[src/design/lja_pkg.sv]
package lja_pkg;

    localparam int unsigned DATA_W = 32;
    localparam int unsigned PC_W   = 3;

    localparam logic [DATA_W-1:0] LCG_MULT = 32'h0003_43FD;
    localparam logic [DATA_W-1:0] LCG_INC  = 32'h0026_9EC3;

    localparam logic [PC_W-1:0] ADDR_ACCM = 3'd0;
    localparam logic [PC_W-1:0] ADDR_ACCA = 3'd1;
    localparam logic [PC_W-1:0] ADDR_CADD = 3'd2;
    localparam logic [PC_W-1:0] ADDR_CMUL = 3'd3;
    localparam logic [PC_W-1:0] ADDR_FIN  = 3'd4;

    typedef enum logic [1:0] {
        A_ACC_MUL,
        A_ACC_ADD,
        A_CUR_MUL,
        A_CUR_MUL_P1
    } t_a_sel;

    typedef enum logic [1:0] {
        B_CUR_MUL,
        B_CUR_ADD,
        B_SEED
    } t_b_sel;

    typedef enum logic [1:0] {
        ADD_NONE,
        ADD_CUR_ADD,
        ADD_ACC_ADD
    } t_add_sel;

    typedef enum logic [2:0] {
        DST_NONE,
        DST_ACC_MUL,
        DST_ACC_ADD,
        DST_CUR_ADD,
        DST_CUR_MUL,
        DST_RESULT
    } t_dest;

    typedef enum logic [1:0] {
        JMP_NEXT,
        JMP_IF_ZERO,
        JMP_LOOP,
        JMP_DONE
    } t_jmp;

    typedef struct packed {
        t_a_sel   a_sel;
        t_b_sel   b_sel;
        t_add_sel add_sel;
        t_dest    dest;
    } t_ctrl;

    typedef struct packed {
        t_ctrl           ctrl;
        t_jmp            jmp;
        logic [PC_W-1:0] target;
    } t_uword;

    // dest <= a * b + addend, low 32 bits
    function automatic t_uword ucode(input logic [PC_W-1:0] pc);
        t_uword w;
        w = '{ctrl: '{A_ACC_MUL, B_SEED, ADD_NONE, DST_NONE}, jmp: JMP_DONE, target: ADDR_ACCM};
        unique case (pc)
            ADDR_ACCM: w = '{ctrl: '{A_ACC_MUL, B_CUR_MUL, ADD_NONE, DST_ACC_MUL},
                             jmp: JMP_IF_ZERO, target: ADDR_CADD};
            ADDR_ACCA: w = '{ctrl: '{A_ACC_ADD, B_CUR_MUL, ADD_CUR_ADD, DST_ACC_ADD},
                             jmp: JMP_NEXT, target: ADDR_ACCM};
            ADDR_CADD: w = '{ctrl: '{A_CUR_MUL_P1, B_CUR_ADD, ADD_NONE, DST_CUR_ADD},
                             jmp: JMP_NEXT, target: ADDR_ACCM};
            ADDR_CMUL: w = '{ctrl: '{A_CUR_MUL, B_CUR_MUL, ADD_NONE, DST_CUR_MUL},
                             jmp: JMP_LOOP, target: ADDR_ACCM};
            ADDR_FIN:  w = '{ctrl: '{A_ACC_MUL, B_SEED, ADD_ACC_ADD, DST_RESULT},
                             jmp: JMP_DONE, target: ADDR_ACCM};
            default:   w = '{ctrl: '{A_ACC_MUL, B_SEED, ADD_NONE, DST_NONE},
                             jmp: JMP_DONE, target: ADDR_ACCM};
        endcase
        return w;
    endfunction

endpackage

[src/design/lja_sequencer.sv]
module lja_sequencer #(
    parameter int unsigned COUNT_WIDTH = 32
) (
    input  logic                   i_clk,
    input  logic                   i_rst_n,
    input  logic                   i_start,
    input  logic [COUNT_WIDTH-1:0] i_count,
    input  logic                   i_out_full,
    output lja_pkg::t_ctrl         o_ctrl,
    output logic                   o_busy
);
    import lja_pkg::*;

    localparam int unsigned BIT_W = (COUNT_WIDTH > 1) ? $clog2(COUNT_WIDTH) : 1;
    localparam logic [BIT_W-1:0] LAST_BIT = BIT_W'(COUNT_WIDTH - 1);

    logic                   r_busy, n_busy;
    logic [PC_W-1:0]        r_pc, n_pc;
    logic [BIT_W-1:0]       r_bit, n_bit;
    logic [COUNT_WIDTH-1:0] r_count, n_count;
    t_uword                 w_uw;

    always_ff @(posedge i_clk) begin
        if (!i_rst_n) begin
            r_busy <= 1'b0;
            r_pc   <= ADDR_ACCM;
            r_bit  <= '0;
        end else begin
            r_busy <= n_busy;
            r_pc   <= n_pc;
            r_bit  <= n_bit;
        end
        r_count <= n_count;
    end

    always_comb begin
        w_uw    = ucode(r_pc);
        o_ctrl  = w_uw.ctrl;
        n_busy  = r_busy;
        n_pc    = r_pc;
        n_bit   = r_bit;
        n_count = r_count;
        if (!r_busy) begin
            o_ctrl.dest = DST_NONE;
            if (i_start) begin
                n_busy  = 1'b1;
                n_pc    = ADDR_ACCM;
                n_bit   = '0;
                n_count = i_count;
            end
        end else begin
            unique case (w_uw.jmp)
                JMP_NEXT: n_pc = r_pc + 1'b1;
                JMP_IF_ZERO: begin
                    if (!r_count[0]) begin
                        o_ctrl.dest = DST_NONE;
                        n_pc        = w_uw.target;
                    end else begin
                        n_pc = r_pc + 1'b1;
                    end
                end
                JMP_LOOP: begin
                    n_count = r_count >> 1;
                    n_bit   = r_bit + 1'b1;
                    n_pc    = (r_bit != LAST_BIT) ? w_uw.target : r_pc + 1'b1;
                end
                JMP_DONE: begin
                    if (i_out_full) begin
                        o_ctrl.dest = DST_NONE;
                    end else begin
                        n_busy = 1'b0;
                        n_pc   = ADDR_ACCM;
                    end
                end
                default: n_pc = r_pc;
            endcase
        end
    end

    assign o_busy = r_busy;

    a_start_entry: assert property (@(posedge i_clk) disable iff (!i_rst_n)
        i_start && !r_busy |=> r_busy && r_pc == ADDR_ACCM && r_bit == '0)
        else $error("sequencer did not enter program at start");

    a_pc_range: assert property (@(posedge i_clk) disable iff (!i_rst_n)
        r_busy |-> r_pc <= ADDR_FIN)
        else $error("program counter out of range");

    a_bits_bounded: assert property (@(posedge i_clk) disable iff (!i_rst_n)
        r_busy && r_pc == ADDR_FIN |-> r_bit == BIT_W'(COUNT_WIDTH % (1 << BIT_W)))
        else $error("final step reached with wrong bit count");

endmodule

[src/design/lja_datapath.sv]
module lja_datapath (
    input  logic                         i_clk,
    input  logic                         i_load,
    input  logic [lja_pkg::DATA_W-1:0]   i_seed,
    input  lja_pkg::t_ctrl               i_ctrl,
    output logic [lja_pkg::DATA_W-1:0]   o_result
);
    import lja_pkg::*;

    logic [DATA_W-1:0]   r_acc_mul, r_acc_add, r_cur_mul, r_cur_add, r_seed, r_result;
    logic [DATA_W-1:0]   w_a, w_b, w_add, w_val;
    logic [DATA_W-1:0]   w_prod;

    always_comb begin
        case (i_ctrl.a_sel)
            A_ACC_MUL:    w_a = r_acc_mul;
            A_ACC_ADD:    w_a = r_acc_add;
            A_CUR_MUL:    w_a = r_cur_mul;
            A_CUR_MUL_P1: w_a = r_cur_mul + 1'b1;
            default:      w_a = r_cur_mul;
        endcase
        case (i_ctrl.b_sel)
            B_CUR_MUL: w_b = r_cur_mul;
            B_CUR_ADD: w_b = r_cur_add;
            B_SEED:    w_b = r_seed;
            default:   w_b = r_seed;
        endcase
        case (i_ctrl.add_sel)
            ADD_CUR_ADD: w_add = r_cur_add;
            ADD_ACC_ADD: w_add = r_acc_add;
            default:     w_add = '0;
        endcase
        w_prod = w_a * w_b;
        w_val  = w_prod + w_add;
    end

    always_ff @(posedge i_clk) begin
        if (i_load) begin
            r_acc_mul <= DATA_W'(1);
            r_acc_add <= '0;
            r_cur_mul <= LCG_MULT;
            r_cur_add <= LCG_INC;
            r_seed    <= i_seed;
        end else begin
            case (i_ctrl.dest)
                DST_ACC_MUL: r_acc_mul <= w_val;
                DST_ACC_ADD: r_acc_add <= w_val;
                DST_CUR_ADD: r_cur_add <= w_val;
                DST_CUR_MUL: r_cur_mul <= w_val;
                DST_RESULT:  r_result  <= w_val;
                default: ;
            endcase
        end
    end

    assign o_result = r_result;

endmodule

[src/design/lcg_jump_ahead.sv]
// LCG jump-ahead: x' = x * 0x343FD + 0x269EC3 (mod 2^32), skipped forward by n steps.
// Input stream (s_axis): tdata[31:0] start seed, tdata[63:32] step count; only the low
// COUNT_WIDTH bits of the count are used. Output stream (m_axis): tdata = jumped seed.
// One result per input transfer, in order.
// A microcoded sequencer walks the count bits LSB first through one shared 32x32
// multiplier, one product per cycle except while the final step waits for the
// output register: steps ACCM, ACCA, CADD and CMUL for a set bit, ACCM, CADD and
// CMUL for a clear bit, then step FIN for seed * A^n + sum. One item is in flight at
// a time, and tready rises at the clock edge that registers the result. The output
// register lets a new item start while a result waits. If the receiver stalls with a
// result still held, the next item halts at its final step until the output register
// frees. Reset (i_rst_n low, synchronous) drops any item in flight and any pending
// result; tready is high after reset.
module lcg_jump_ahead #(
    parameter int unsigned COUNT_WIDTH = 32
) (
    input  logic        i_clk,
    input  logic        i_rst_n,
    input  logic        i_s_axis_tvalid,
    output logic        o_s_axis_tready,
    input  logic [63:0] i_s_axis_tdata,   // [31:0] start_seed, [63:32] step_count
    output logic        o_m_axis_tvalid,
    input  logic        i_m_axis_tready,
    output logic [31:0] o_m_axis_tdata    // [31:0] jumped_seed
);
    import lja_pkg::*;

    logic   w_start, w_busy, w_out_full;
    t_ctrl  w_ctrl;
    logic   r_out_valid, n_out_valid;

    assign o_s_axis_tready = !w_busy;
    assign w_start         = i_s_axis_tvalid && !w_busy;
    assign w_out_full      = r_out_valid && !i_m_axis_tready;

    lja_sequencer #(.COUNT_WIDTH(COUNT_WIDTH)) u_seq (
        .i_clk      (i_clk),
        .i_rst_n    (i_rst_n),
        .i_start    (w_start),
        .i_count    (i_s_axis_tdata[DATA_W +: COUNT_WIDTH]),
        .i_out_full (w_out_full),
        .o_ctrl     (w_ctrl),
        .o_busy     (w_busy)
    );

    lja_datapath u_dp (
        .i_clk    (i_clk),
        .i_load   (w_start),
        .i_seed   (i_s_axis_tdata[DATA_W-1:0]),
        .i_ctrl   (w_ctrl),
        .o_result (o_m_axis_tdata)
    );

    always_comb begin
        n_out_valid = r_out_valid;
        if (i_m_axis_tready) n_out_valid = 1'b0;
        if (w_ctrl.dest == DST_RESULT) n_out_valid = 1'b1;
    end

    always_ff @(posedge i_clk) begin
        if (!i_rst_n) begin
            r_out_valid <= 1'b0;
        end else begin
            r_out_valid <= n_out_valid;
        end
    end

    assign o_m_axis_tvalid = r_out_valid;

    a_no_overwrite: assert property (@(posedge i_clk) disable iff (!i_rst_n)
        w_ctrl.dest == DST_RESULT |-> !w_out_full)
        else $error("result register overwritten while held");

    a_valid_from_busy: assert property (@(posedge i_clk) disable iff (!i_rst_n)
        $rose(o_m_axis_tvalid) |-> $past(w_busy))
        else $error("result appeared without an item in flight");

    a_busy_after_take: assert property (@(posedge i_clk) disable iff (!i_rst_n)
        i_s_axis_tvalid && o_s_axis_tready |=> !o_s_axis_tready)
        else $error("accepted a second item while one is in flight");

endmodule

[config.mk]
export PLATFORM = sky130hd
export DESIGN_NAME = lcg_jump_ahead
export DESIGN_NICKNAME = d
export VERILOG_FILES = /design/src/design/lja_pkg.sv /design/src/design/lja_sequencer.sv /design/src/design/lja_datapath.sv /design/src/design/lcg_jump_ahead.sv
export SDC_FILE = /design/constraint.sdc
export NUM_CORES = 2
export LEC_CHECK = 0
export CORE_ASPECT_RATIO = 0.6
export CORE_MARGIN = 10
export CORE_UTILIZATION = 62
export DETAILED_ROUTE_END_ITERATION = 16
export DONT_BUFFER_PORTS = 1
export HOLD_SLACK_MARGIN = 0.15
export PLACE_DENSITY = 0.87
export SLEW_MARGIN = 20
export SYNTH_ARGS = -nofsm -noshare
export SYNTH_HDL_FRONTEND = slang
export SYNTH_SLANG_ARGS = --single-unit
[constraint.sdc]
create_clock -name i_clk -period 10.2 [get_ports i_clk]
set_input_delay 0 -clock i_clk [delete_from_list [all_inputs] [get_ports i_clk]]
set_output_delay 0 -clock i_clk [all_outputs]
set_load 0.05 [all_outputs]
# Yosys cells after proc, flatten, opt, wreduce, memory -nomap -nowiden
# Cells that the tools add are included.
# totals
in_bits	68
elab_cells	77
output_inout_bits	34
reg_bits	234
# op_classes
n_eq_ne	21
reduce_logical	13
multipliers	1
n_bitwise	1
add_sub_neg	4
muxes	26
# op_table
cell	count
32-bit one-hot mux with 2 select lines	2
32-bit one-hot mux with 4 select lines	1
32-bit two-way mux	3
14-bit one-hot mux with 5 select lines	1
32-bit by 1-bit adder with 32-bit output (second input constant)	1
32-bit adder	1
32-bit by 32-bit multiplier with 32-bit output	1
3-bit two-way mux	8
5-bit two-way mux	3
3-bit by 2-bit == test with 1-bit output (second input constant)	4
3-bit one-hot mux with 4 select lines	1
2-bit == test (second input constant)	5
3-bit == test (second input constant)	3
2-bit by 1-bit == test with 1-bit output (second input constant)	4
3-bit by 1-bit == test with 1-bit output (second input constant)	2
2-bit zero test	3
1-bit two-way mux	6
3-bit one-hot mux with 2 select lines	1
2-bit AND reduction	3
5-bit by 1-bit adder with 5-bit output (second input constant)	1
5-bit inequality test (second input constant)	1
2-bit nonzero test	2
3-bit by 1-bit adder with 3-bit output (second input constant)	1
3-bit zero test	1
5 further kinds	7

# Logic depth before layout (Yosys ltp)
# logic_depth
ltp_word	7
mapped_depth	41
mapped_depth_nobuf	34

# Hierarchy
# A second synthesis with hierarchy kept.
# unflattened
hier_cells	3018
hier_area_um2	27269.9
# modules_own_cells
module	area_per_inst_um2	cells_each	seq_area_each_um2	n_inst
lja_datapath	25184.2	2852	4484.3	1
lja_sequencer	2030.7	160	1141.1	1
lcg_jump_ahead	55.1	6	20.0	1

# Worst setup path after synthesis
# Ideal clock, no wire load.
# synth_timing
path_type	reg2reg
from	reg u_seq.r_pc[2]
to	reg u_dp.r_acc_add[29]
t_arrival_ns	9.312
setup_time_ns	0.071
path_stages_with_launch	40
setup_slack_ns	0.818
period_less_slack_ns	9.382
required_time_ns	10.129
n_path_buf	9
path_cell_list	dfxtp_1 buf_2 inv_1 ha_1 buf_2 nor2b_1 or3_1 buf_2 buf_2 buf_2 buf_2 buf_2 buf_1 o21ai_1 clkbuf_1 nor2_1 fa_1 fa_1 [4 not listed] ha_1 ha_1 fa_1 inv_1 fa_1 inv_1 ha_1 o21ai_0 o21ai_0 a21oi_1 o31ai_1 a211o_1 a31o_2 a211oi_1 o21ai_0 xor2_1 nand2_1 a21oi_1
# synth_between
elab_chain_cells	6
word_cells_on_any_way	26
classes_between	1 x add/sub; 1 x mul; 13 x eq/ne; 8 x mux; 3 x reduce/logical
# synth_rtl
element	line_no	source
start, declared	lja_sequencer.sv:18	logic [PC_W-1:0] r_pc, n_pc;
start signal, assigned	lja_sequencer.sv:30	r_pc <= n_pc;
3-bit == test (tied with other cells)	lja_pkg.sv:67	unique case (pc)
14-bit one-hot mux with 5 select lines *	lja_pkg.sv:67	
2-bit == test (tied with other cells)	lja_datapath.sv:15	case (i_ctrl.a_sel)
32-bit one-hot mux with 4 select lines / 32-bit one-hot mux with 2 select lines (equally long branches)	lja_datapath.sv:15, lja_datapath.sv:22	
32-bit by 32-bit multiplier with 32-bit output	lja_datapath.sv:33	w_prod = w_a * w_b;
32-bit adder *	lja_datapath.sv:34	w_val = w_prod + w_add;
via u_dp.w_val[29]	lja_datapath.sv:11	logic [DATA_W-1:0] w_a, w_b, w_add, w_val;
end signal, assigned	lja_datapath.sv:47	DST_ACC_ADD: r_acc_add <= w_val;
end, declared	lja_datapath.sv:10	logic [DATA_W-1:0] r_acc_mul, r_acc_add, r_cur_mul, r_cur_add, r_seed, r_result;
# The timed path passes the listed nets; every way through them passes the cells marked *.
# A chain may end at the register's enable or synchronous reset.

# Worst setup path after layout
# layout_timing
from	reg u_seq.r_pc[0]
to	reg u_dp.r_cur_add[28]
# layout_between
elab_chain_cells	6
word_cells_on_any_way	26
classes_between	1 x add/sub; 1 x mul; 13 x eq/ne; 8 x mux; 3 x reduce/logical
# layout_rtl
element	line_no	source
3-bit == test (tied with other cells)	lja_pkg.sv:67	
14-bit one-hot mux with 5 select lines *	lja_pkg.sv:67	
2-bit == test (tied with other cells)	lja_datapath.sv:15	
32-bit one-hot mux with 4 select lines / 32-bit one-hot mux with 2 select lines (equally long branches)	lja_datapath.sv:15, lja_datapath.sv:22	
32-bit by 32-bit multiplier with 32-bit output	lja_datapath.sv:33	
32-bit adder *	lja_datapath.sv:34	
via u_dp.w_val[28]	lja_datapath.sv:11	
end signal, assigned	lja_datapath.sv:48	DST_CUR_ADD: r_cur_add <= w_val;
end, declared	lja_datapath.sv:10	
# Marks and branches as above.

==> results.ini <==
[floorplanning]
num_rows=59
fp.dieArea_mm2=0.0526
initial_utilization=0.626
core_area_mm2=0.0432
dieWidth_um=290
die_height_um=182
num_io_pins=102

[worst_setup_path]
critical_path.max_stage_delay_ns=0.67
worstReg2RegStart=u_seq.r_pc[0]
reg2reg_depth=31
r2r-end=u_dp.r_cur_add[28]
cp_slowest_cell=or3_2
reg2reg_slack_ns=0.21
crit_required_ns=10.68
crit_type=reg -> reg
critical_path_arrival_ns=10.47
cp_common_cell=fa_1
endpoint_kind=register
cp-start-kind=register
crit_fanout=51

[sta]
fin_worst_skew_ns=0.0234
fmax_mhz=100
worst_pin_slew_ns=1.20
relSlewSlack=0.199
finalCritPeriodShare=0.980
finalHoldViolCount=0
setup_viol=0
fin_crit_ns=9.99
final-max-slew-violation-count=0

[detailed_routing]
vias=23187
drt_iter0_drc=3229
wl_per_cell_um=25.9
wl_um=96300
drc=0
routed_via_density=6.24
ant_nets=0
dr.pass1.iters=7

[clock_tree]
cts_tree=done
ctsLongestPathBuffers=3
cts.root.buffer_cell=clkbuf_16
clock-sinks=234
numCtsBuffers=24
path_clk_slew_ns=0.07
clk_latency_ns=0.56
post_cts_buffers=0
ctsHtreeMaxLevel=1

[final_layout]
layout_commonest_cell=nand2_1
areaGrowthSynthToFinish_pct=10.7
instances_no_fill=3718
fill_cells=3254
layout_common_cells=nand2_1, inv_1, fa_1
drive_gt1_frac=0.0826
nets=3759

[synthesis]
synth_edf_count=96
synthDistinctLibCells=75
synth_nets=3677
synth-seq-cells=234
seq_area_frac_synth=0.209
ys.flop_type=dfxtp_1
synth_async_sr_flop_share=0
ys_warn_count=0
syn_avg_cell_area_um2=8.90
synthCells=3037
syn-cell-area_mm2=0.0270

[job]
max_cap_violations=0

[grt]
grt_max_degree=82
grt_pass1_vias=23596
overflow=0
grt_pass1_wl_um=146000
track_usage=0.368
grt_antenna_before_repair=3

[place]
place_hpwl_um=74500
gp_congestion=1.09
port_buffers=0
dpl.cell_count=3572

[min_path]
whs_endpoint=u_seq.r_count[22]
min_from=i_s_axis_tdata[54]
min_path_cells=2
hp-class=in -> reg

[run_status]
status=completed

## critical path, delay by kind of cell, from the launching register on
family | cells | cell delay, ns
flops | 1 | 0.41
xor+xnor | 1 | 0.28
fa+ha+maj | 10 | 4.12
simple gates | 5 | 1.60
compound gates | 9 | 2.92
buf+inv | 6 | 0.54
## area by class of cell
type                            instances  area, um2  share of cell area
Sequential cell                       234       5650               0.189
Antenna cell                            2       5.00            0.000167
Clock buffer                           26        618              0.0207
Multi-Input combinational cell       2137      19000               0.635
Tap cell                              579        724              0.0242
Clock inverter                         18        174             0.00581
Inverter                              517       1940              0.0649
Timing Repair Buffer                  205       1810              0.0606
## worst max path at each step
stage,from,end,slack (ns),cells past startpoint
6_report,u_seq.r_pc[0],u_dp.r_cur_add[28],0.21,31
2_1_floorplan,u_seq.r_pc[2],u_dp.r_acc_add[29],0.82,39
3_5_place_dp,u_seq.r_pc[2],u_dp.r_acc_mul[29],0.22,30
4_1_cts,u_seq.r_pc[2],u_dp.r_acc_add[29],0.19,30
3_3_place_gp,u_seq.r_pc[2],u_dp.r_acc_mul[31],0.54,29
5_1_grt,u_seq.r_pc[0],u_dp.r_acc_mul[28],-0.002,34
## flip-flops by register name (all words and copies together) (netlist names)
signal	count
u_seq.r_bit	5
u_dp.r_acc_mul	32
u_dp.o_result	32
u_seq.r_pc	3
u_dp.r_acc_add	32
u_seq.r_count	32
u_dp.r_seed	32
o_m_axis_tvalid	1
u_dp.r_cur_add	32
u_seq.o_busy	1
u_dp.r_cur_mul	32
## logic make-up (layout without fill, tap and decap cells)
family | Yosys count | count (layout) | synth area share
AND/OR/NAND/NOR | 1013 | 1013 | 0.156
XOR/XNOR | 100 | 100 | 0.0347
multiplexers | 66 | 66 | 0.0263
flip-flops | 234 | 234 | 0.209
other | 0 | 2 | 0
adder cells (fa/ha/maj) | 572 | 572 | 0.386
AO/OA/AOI/OAI | 386 | 386 | 0.0942
buffers and inverters | 666 | 766 | 0.0935
## synthesized netlist by cell type, drive strengths merged, types with 29 or more instances
library cell  instances  area share
a21oi               134       0.025
a22oi                32      0.0089
buf                  29      0.0050
clkbuf              120       0.017
dfxtp               138        0.10
edfxtp               96        0.11
fa                  438        0.32
ha                  134       0.062
inv                 516       0.072
mux2                 40       0.017
nand2               526       0.073
nand3                37      0.0068
nor2                321       0.045
o21ai                46      0.0085
xnor2                76       0.025
## stage by stage
step | hold slack [ns] | cell area [um2] | util | setup TNS [ns] | worst slack [ns]
after floorplan | 0.0989 | 27000 | - | 0 | 0.818
after global placement | 0.0990 | 28100 | 0.650 | 0 | 0.543
final | 0.205 | 29900 | 0.693 | 0 | 0.207
after global routing | 0.206 | 29900 | 0.693 | -0.00191 | -0.00191
after CTS | 0.199 | 29900 | 0.692 | 0 | 0.194
after detailed placement | 0.0990 | 28100 | 0.650 | 0 | 0.224
## routing by layer
metal  vias up  wire, um  GRT usage
met4         4      4580      0.134
met5         -        32          0
li1       9682         -          -
met2      1854     39300      0.515
met1     11305     36100      0.501
met3       342     16400      0.158
## repair_timing
action | 4_1_cts | 5_1_grt
resized for setup | 0 | 10
hold buffers | 100 | 0
endpoints found under the setup margin | 0 | 54
endpoints found under the hold margin | 103 | 0
Power is left out: the tool's default activity adds up to more than one toggle a clock period on the data nets, which glitch-free logic cannot reach.
